File: config.mk
export PLATFORM = sky130hd
export DESIGN_NAME = base64_stream_decoder_unit
export DESIGN_NICKNAME = d
export VERILOG_FILES = /design/src/rtl/b64sd_pkg.sv /design/src/rtl/base64_stream_decoder_unit.sv
export SDC_FILE = /design/constraint.sdc
export NUM_CORES = 1
export LEC_CHECK = 0
export ABC_AREA = 1
export BUFFER_PORTS_ARGS = -buffer_cell sky130_fd_sc_hd__buf_2
export CAP_MARGIN = 10
export CORE_ASPECT_RATIO = 1.1
export CORE_MARGIN = 2
export CORE_UTILIZATION = 65
export DETAILED_ROUTE_END_ITERATION = 8
export GPL_ROUTABILITY_DRIVEN = 0
export PLACE_DENSITY = 0.85
export SLEW_MARGIN = 5
export SYNTH_ARGS = -nofsm -noshare
export SYNTH_HDL_FRONTEND = slang
export SYNTH_SLANG_ARGS = --single-unit
File: constraint.sdc
create_clock -name clk -period 5.6 [get_ports clk]
set_clock_uncertainty 0.15 [all_clocks]
set_input_delay 0.56 -clock clk [delete_from_list [all_inputs] [get_ports clk]]
set_output_delay 0.56 -clock clk [all_outputs]
set_load 0.05 [all_outputs]
File: src/rtl/b64sd_pkg.sv
// ----------------------------------------------------------------------------
// b64sd_pkg
// Shared codes, result type and character lookup for the Base64 text decoder.
// ----------------------------------------------------------------------------
package b64sd_pkg;

  localparam logic [1:0] ST_OK      = 2'd0;
  localparam logic [1:0] ST_BADCHAR = 2'd1;
  localparam logic [1:0] ST_BADPAD  = 2'd2;
  localparam logic [1:0] ST_LENGTH  = 2'd3;

  localparam logic [7:0] CHAR_PAD   = 8'h3D;
  localparam logic [7:0] CHAR_SPACE = 8'h20;
  localparam logic [7:0] CHAR_TAB   = 8'h09;
  localparam logic [7:0] CHAR_CR    = 8'h0D;
  localparam logic [7:0] CHAR_PLUS  = 8'h2B;
  localparam logic [7:0] CHAR_SLASH = 8'h2F;
  localparam logic [7:0] CHAR_UA    = 8'h41;
  localparam logic [7:0] CHAR_UZ    = 8'h5A;
  localparam logic [7:0] CHAR_LA    = 8'h61;
  localparam logic [7:0] CHAR_LZ    = 8'h7A;
  localparam logic [7:0] CHAR_D0    = 8'h30;
  localparam logic [7:0] CHAR_D9    = 8'h39;

  typedef struct packed {
    logic [7:0] data_byte;
    logic       has_byte;
    logic [1:0] status;
    logic       done_res;
  } res_t;

  function automatic logic is_space_char(input logic [7:0] c);
    return (c == CHAR_SPACE) || (c >= CHAR_TAB && c <= CHAR_CR);
  endfunction

  // bit 6 set when c is an alphabet digit, bits 5:0 its value
  function automatic logic [6:0] digit_value(input logic [7:0] c);
    logic [6:0] d;
    d = 7'd0;
    if (c >= CHAR_UA && c <= CHAR_UZ) begin
      d = {1'b1, 6'(c - CHAR_UA)};
    end else if (c >= CHAR_LA && c <= CHAR_LZ) begin
      d = {1'b1, 6'(c - CHAR_LA + 8'd26)};
    end else if (c >= CHAR_D0 && c <= CHAR_D9) begin
      d = {1'b1, 6'(c - CHAR_D0 + 8'd52)};
    end else if (c == CHAR_PLUS) begin
      d = {1'b1, 6'd62};
    end else if (c == CHAR_SLASH) begin
      d = {1'b1, 6'd63};
    end
    return d;
  endfunction

endpackage

File: src/rtl/base64_stream_decoder_unit.sv
// ----------------------------------------------------------------------------
// base64_stream_decoder_unit
// Streaming Base64 decoder: one text character in, at most one byte out.
// ----------------------------------------------------------------------------
// Input channel (in_valid/in_ready) carries one character per word, with
// end_of_text on the last one. Whitespace is skipped; every fourth digit or
// pad closes a group, and a byte leaves after the 2nd, 3rd and 4th digit.
// Output channel (out_valid/out_ready) carries data_byte/has_byte, the
// status so far and done_res on the word that closes the text, where status
// is final. Words that neither emit a byte nor close the text give no output.
// A result is registered in the output register, or in the skid word when
// the receiver stalls. Throughput: one character per cycle unless a skid
// word is held; digit lookup, six-bit shift-in and error update sit between
// the handshake and output register; group state updates in the same cycle.
// A receiver stall fills a one-word skid register behind the output
// register; in_ready drops only while that skid word is held, so input
// keeps flowing through the first stalled cycle, then pauses until the
// cycle after the output register frees and the skid word moves up.
// Reset (rst, synchronous) empties both output words and clears the group
// state and error code; the same state is cleared after each closing word.
module base64_stream_decoder_unit
  import b64sd_pkg::*;
(
  input  logic       clk,
  input  logic       rst,
  input  logic       in_valid,
  output logic       in_ready,
  input  logic [7:0] char_in,
  input  logic       end_of_text,
  output logic       out_valid,
  input  logic       out_ready,
  output logic [7:0] data_byte,
  output logic       has_byte,
  output logic [1:0] status,
  output logic       done_res
);

  logic [1:0]  group_position, group_position_next;
  logic [23:0] bit_accumulator, bit_accumulator_next;
  logic [1:0]  pad_count, pad_count_next;
  logic [1:0]  error_code, error_code_next;

  logic        out_full;
  res_t        out_word;
  logic        skid_valid;
  res_t        skid_word;

  logic        in_fire;
  logic        out_fire;
  logic [6:0]  dv;
  logic [5:0]  v;
  logic        emit;
  logic [7:0]  byte_val;
  logic        produce;
  res_t        new_word;

  assign in_ready = !skid_valid;
  assign in_fire  = in_valid && in_ready;
  assign out_fire = out_full && out_ready;

  assign dv = digit_value(char_in);
  assign v  = dv[5:0];

  always_comb begin
    group_position_next  = group_position;
    bit_accumulator_next = bit_accumulator;
    pad_count_next       = pad_count;
    error_code_next      = error_code;
    emit                 = 1'b0;
    byte_val             = 8'd0;
    if (!is_space_char(char_in) && error_code == ST_OK) begin
      if (char_in == CHAR_PAD) begin
        if (group_position < 2'd2) begin
          error_code_next = ST_BADPAD;
        end else begin
          pad_count_next      = pad_count + 2'd1;
          group_position_next = group_position + 2'd1;
        end
      end else if (!dv[6]) begin
        error_code_next = ST_BADCHAR;
      end else if (pad_count != 2'd0) begin
        error_code_next = ST_BADPAD;
      end else begin
        case (group_position)
          2'd0: bit_accumulator_next = {v, 18'd0};
          2'd1: bit_accumulator_next = {bit_accumulator[23:18], v, 12'd0};
          2'd2: bit_accumulator_next = {bit_accumulator[23:12], v, 6'd0};
          default: bit_accumulator_next = {bit_accumulator[23:6], v};
        endcase
        case (group_position)
          2'd1: byte_val = bit_accumulator_next[23:16];
          2'd2: byte_val = bit_accumulator_next[15:8];
          default: byte_val = bit_accumulator_next[7:0];
        endcase
        emit                = (group_position != 2'd0);
        group_position_next = group_position + 2'd1;
      end
    end
    if (end_of_text && error_code_next == ST_OK && group_position_next != 2'd0) begin
      error_code_next = ST_LENGTH;
    end
  end

  assign produce = emit || end_of_text;

  always_comb begin
    new_word.data_byte = emit ? byte_val : 8'd0;
    new_word.has_byte  = emit;
    new_word.status    = error_code_next;
    new_word.done_res  = end_of_text;
  end

  always_ff @(posedge clk) begin
    if (rst) begin
      group_position  <= 2'd0;
      bit_accumulator <= 24'd0;
      pad_count       <= 2'd0;
      error_code      <= ST_OK;
    end else if (in_fire) begin
      if (end_of_text) begin
        group_position  <= 2'd0;
        bit_accumulator <= 24'd0;
        pad_count       <= 2'd0;
        error_code      <= ST_OK;
      end else begin
        group_position  <= group_position_next;
        bit_accumulator <= bit_accumulator_next;
        pad_count       <= pad_count_next;
        error_code      <= error_code_next;
      end
    end
  end

  // output register with one skid word behind it
  always_ff @(posedge clk) begin
    if (rst) begin
      out_full   <= 1'b0;
      skid_valid <= 1'b0;
    end else begin
      if (!out_full || out_fire) begin
        if (skid_valid) begin
          out_full   <= 1'b1;
          out_word   <= skid_word;
          skid_valid <= in_fire && produce;
          skid_word  <= new_word;
        end else begin
          out_full <= in_fire && produce;
          out_word <= new_word;
        end
      end else if (in_fire && produce) begin
        skid_valid <= 1'b1;
        skid_word  <= new_word;
      end
    end
  end

  assign out_valid = out_full;
  assign data_byte = out_word.data_byte;
  assign has_byte  = out_word.has_byte;
  assign status    = out_word.status;
  assign done_res  = out_word.done_res;

`ifndef ASSERT_OFF
  a_skid_behind_out: assert property (@(posedge clk) disable iff (rst)
    skid_valid |-> out_full)
    else $error("skid word held with empty output register");

  a_close_clears: assert property (@(posedge clk) disable iff (rst)
    in_fire && end_of_text |=>
      group_position == 2'd0 && pad_count == 2'd0 && error_code == ST_OK)
    else $error("state not cleared after closing word");

  a_error_sticky: assert property (@(posedge clk) disable iff (rst)
    error_code != ST_OK && !(in_fire && end_of_text) |=> error_code == $past(error_code))
    else $error("error code changed before text closed");

  a_byte_ok_midtext: assert property (@(posedge clk) disable iff (rst)
    out_full && out_word.has_byte && !out_word.done_res |-> out_word.status == ST_OK)
    else $error("byte emitted after an error");
`endif

endmodule
# Yosys cells after proc, flatten, opt, wreduce, memory -nomap -nowiden
# Index checks and enable logic that the tools add are counted.
# word_totals
out_inout_bits,14
ff_bits,56
wordCells,117
input_bits,13
# op_classes
n_eq_ne,10
add_sub_neg,7
n_bitwise,1
magnitude_cmp,9
mux,46
n_reduce_logical,30
# ops
cell,count
24-bit two-way mux,5
24-bit one-hot mux with 3 select lines,1
12-bit two-way mux,4
8-bit two-way mux,5
7-bit two-way mux,5
2-bit two-way mux,17
8-bit by 6-bit equality test with 1-bit output (second input constant),4
8-bit by 7-bit greater-or-equal comparator with 1-bit output (second input constant),2
8-bit by 7-bit <= comparator with 1-bit output (second input constant),2
8-bit one-hot mux with 2 select lines,1
2-bit nonzero test,7
6-bit subtractor (second input constant),2
1-bit logical AND,10
8-bit by 4-bit greater-or-equal comparator with 1-bit output (second input constant),1
8-bit by 6-bit greater-or-equal comparator with 1-bit output (second input constant),1
8-bit by 4-bit <= comparator with 1-bit output (second input constant),1
8-bit by 6-bit <= comparator with 1-bit output (second input constant),1
1-bit two-way mux,8
2-bit != test (second input constant),4
6-bit by 5-bit adder with 6-bit output (second input constant),1
6-bit adder (second input constant),1
2-bit logical NOT,3
6-bit by 1-bit subtractor with 6-bit output (second input constant),1
5-bit AND reduction,1
other kinds (10),15

# Depth between registers and ports, before layout
# logic_depth
ltp_word,15
mapped_depth,18
ltp_nobuf,18

# Worst setup path after synthesis
# Ideal clock, no wire load.
# synth_path
kind,input port to flip-flop
startpoint,in char_in[2]
endpoint,reg skid_word[0] in the netlist's numbering (enable)
t_required_ns,5.100
arrival_time_ns,2.231
setup_time_ns,0.350
path_buffers,0
path_slack_ns,2.869
path_stages,13
path_cell_list,inv_1 -> ha_1 -> nand2_1 -> nand3_1 -> nand4_1 -> nand2_4 -> nor2_4 -> nand3_4 -> nor2_4 -> inv_2 -> a21oi_1 -> nand3_1 -> nand2_1
# synth_between
elab_chain_len,13
elab_cells_between_ends,31
cone_classes,order compare (8); eq/ne (4); mux (8); reduce/logical (11)
# synth_rtl
item,line_no,text
from (decl),base64_stream_decoder_unit.sv:28,"input logic [7:0] char_in,"
branches (longest 8 deep; another with 8-bit by 6-bit greater-or-equal comparator with 1-bit output),--,
1-bit two-way mux (*),base64_stream_decoder_unit.sv:71,if (!is_space_char(char_in) && error_code == ST_OK) begin
via emit,base64_stream_decoder_unit.sv:52,logic emit;
1-bit logical OR (*),base64_stream_decoder_unit.sv:104,assign produce = emit || end_of_text;
1-bit logical AND (*),base64_stream_decoder_unit.sv:150,end else if (in_fire && produce) begin
2-bit nonzero test (no source line) (*),--,
3-bit AND reduction (no source line) (*),--,
to (signal assigned),base64_stream_decoder_unit.sv:145,skid_word <= new_word;
to (signal assigned),base64_stream_decoder_unit.sv:152,skid_word <= new_word;
to (decl),base64_stream_decoder_unit.sv:46,res_t skid_word;
# Mark *: on every way through the listed nets, which the timed path passes.
# A chain may end at the register's enable or synchronous reset.

# Final worst setup path
# layout_path
startpoint,in char_in[2]
endpoint,reg skid_word[3] in the netlist's numbering (enable)
# The elaborated chain is that of the path after synthesis.

==> flow_metrics.py <==
metrics = {
    "synthesis": {
        "synth_compound_area_share_pct": 13.7,
        "synthSimpleGateAreaFrac_pct": 35.5,
        "synth_area_um2": 3420,
        "synthTopCellsByArea": "edfxtp_1 (21%), nand2_1 (16%), dfxtp_1 (15%)",
        "ys_seq_elements": 50,
        "synth_warnings": 0,
        "synth_most_common_cell": "nand2_1",
        "synth_adder_area_share_pct": 5.49,
        "synth_area_per_cell_um2": 7.35,
        "ys_seq_area_share_pct": 36.3,
        "synth_xor_area_share_pct": 1.03,
        "synth_area_leader_cell": "edfxtp_1",
        "ys_top_cells_by_count": "nand2_1 (148), inv_1 (40), nand3_1 (34)",
        "synth-edff-count": 24,
        "synth_flop_cell": "dfxtp_1",
        "synth_top_family_by_area": "simple AND/OR/NAND/NOR gates",
        "synth_cell_types": 40,
        "synthCells": 465,
        "synth_top_area_share_pct": 21.1,
        "syn_nets": 493,
        "synth-async-reset-ratio_pct": 0,
        "muxShareOfSynthArea_pct": 0,
    },
    "cells_and_area": {
        "diodes": 0,
        "layout.nets": 514,
        "syn2layout_area_growth_pct": 6.59,
        "drive_above_1_share_pct": 19.9,
        "final_cells": 545,
        "final_area_um2": 3640,
        "final_util_pct": 72.4,
    },
    "detailed_routing": {
        "firstDrtPassIters": 7,
        "ant_nets": 0,
        "route.detailed.drc": 0,
        "vias": 3073,
        "viasPerCell": 5.64,
        "dr.first_iter.drc_count": 255,
        "finalWirelength_um": 7570,
        "wire_per_inst_um": 13.9,
    },
    "setup_path": {
        "cp_num_buf_inv": 3,
        "cp_data_required_time_ns": 5.42,
        "crit_arrival_ns": 2.71,
        "startpoint_type": "input port",
        "critPathMaxFanout": 12,
        "cp_cell_sequence": "buf_2 -> inv_1 -> ha_1 -> nand2_1 -> nand2_1 -> nand3_1 -> nand3_4 -> nand3_4 -> nand3_4 -> nor2_4 -> inv_2 -> a21oi_1 -> nand3_1 -> nand2_1",
        "reg2reg_slack_ns": 3.01,
        "cp-end-kind": "register",
        "crit_path_max_incr_delay_ns": 0.37,
        "slowest_stage": "nand2_1",
        "crit_family": "simple AND/OR/NAND/NOR gates",
        "path_class": "in2reg",
    },
    "power": {
        "ir_drop_uv": 119,
        "p_total_mw": 0.790,
        "power_density_nw_per_um2": 217,
        "p_leak_nw": 1.62,
    },
    "sta": {
        "tightest_slew_ns": 0.934,
        "hold_violations": 0,
        "min_period_ns": 2.90,
        "slew_violations": 0,
        "setup_viol": 0,
        "fin_ws_ns": 2.70,
        "max_clock_freq_mhz": 345,
        "hold_ws_ns": 0.322,
        "period_share_pct": 51.7,
        "relSlewSlack_pct": 37.5,
        "setup-tns-final_ns": 0,
        "grt_setup_unrepaired": "false",
    },
    "die": {
        "ios": 27,
        "core_um2": 5030,
        "initial_core_util_pct": 67.9,
        "die_area_um2": 5850,
        "rows": 27,
        "fp.dieW_um": 73.1,
        "die_h_um": 80.0,
    },
    "clocking": {
        "postCtsSetupBuffers": 0,
        "root_buffer": "clkbuf_8",
        "cts_hold_buf": 0,
        "cts_max_path_buffers": 2,
        "clock-sinks": 50,
        "clk-insertion-delay-late_ns": 0.31,
        "htreeDepth": 2,
        "cts_tree": "done",
        "clkTransAtPathRegs_ns": 0.10,
        "cts-resized-gates": 0,
        "cts_buffers": 5,
    },
    "place": {
        "numPlacedInstances": 537,
        "postPlaceCellArea_um2": 3540,
        "port_buffers": 26,
        "pre_cts_ws_ns": 2.40,
        "dp_hpwl_um": 5660,
    },
    "grt": {
        "use_met3_pct": 6.06,
        "top_usage_layer": "met2",
        "grt_use_met2_pct": 49.5,
        "overflow": 0,
        "grt_pass1_vias": 2882,
        "grt_first_pass_wirelength_um": 12700,
        "groute.usage.overall_pct": 27.8,
        "antenna_found_initial": 0,
        "grt_max_degree": 28,
        "gr-usage-met1_pct": 31.4,
    },
    "min_path": {
        "min_path_type": "reg2reg",
    },
    "flow_run": {
        "maxCapViolCount": 0,
    },
    "outcome": {
        "outcome": "complete, no violations",
    },
}
-- final timing paths --
kind	depth (start not counted)	start	endpoint
max	14	char_in[2]	skid_word[3]$_DFFE_PP_
min	2	bit_accumulator[20]$_SDFFE_PP0P_	bit_accumulator[20]$_SDFFE_PP0P_
max reg2reg	12	group_position[0]$_SDFFE_PP0P_	data_byte[2]$_DFFE_PP_
min reg2reg	2	bit_accumulator[20]$_SDFFE_PP0P_	bit_accumulator[20]$_SDFFE_PP0P_
-- placed cells by master (no fill, tap or decap), types with 3 or more instances in the layout --
cell type and instances:
nand3_4 3, inv_2 11, o21ai_0 13, nand2_2 17, clkbuf_8 5, inv_1 40, buf_2 26, edfxtp_1 24
nor2_2 3, nand4_1 4, nand2_1 148, a21oi_1 30, o21ai_1 6, dfxtp_1 26, nor2_1 33, nor2_4 5
ha_1 15, a21oi_2 13, xor2_1 3, nand3_1 34
-- cells by family (layout without fill, tap and decap cells) --
| group | after synthesis | after routing |
|---|---|---|
| AND/OR/NAND/NOR | 257 | 257 |
| buffers and inverters | 65 | 87 |
| XOR/XNOR | 4 | 4 |
| AO/OA/AOI/OAI | 74 | 74 |
| adder cells (fa/ha/maj) | 15 | 15 |
| flip-flops | 50 | 50 |
-- layout make-up --
| type | instances | area, um^2 |
|---|---|---|
| Clock buffer | 5 | 68.8 |
| Sequential cell | 50 | 1240 |
| Fill cell | 407 | 1390 |
| Tap cell | 58 | 72.6 |
| Timing Repair Buffer | 26 | 130 |
| Clock inverter | 3 | 28.8 |
| Multi-Input combinational cell | 350 | 1900 |
| Inverter | 53 | 199 |
-- worst register-to-register path, delay by kind of cell, from the launching register on --
family	cells	cell delay, ns
and+or+nand+nor	6	0.74
AOI/OAI and AO/OA	2	0.22
buffers and inverters	3	0.43
adders and majority gates	1	0.36
DFF	1	0.45
-- routing by layer --
layer	up-vias	routed length (um)
met4	0	192
li1	1545	-
met2	142	3720
met3	24	508
met1	1362	3150
met5	-	0
-- state kept, by name, summed over array words and instances (netlist names) --
signal,flops
bit_accumulator,18
skid_word,12
data_byte,8
error_code,2
group_position,2
pad_count,2
status,2
done_res,1
has_byte,1
out_valid,1
skid_valid,1
-- power breakdown --
part | leakage (nW) | switching (mW) | total (mW) | internal, mW
clock network | 0.0506 | 0.134 | 0.228 | 0.0936
registers | 0.459 | 0.00408 | 0.396 | 0.392
logic | 1.11 | 0.121 | 0.166 | 0.0452
total | 1.62 | 0.259 | 0.790 | 0.531
Note: power is estimated with default switching activity, not from simulation.
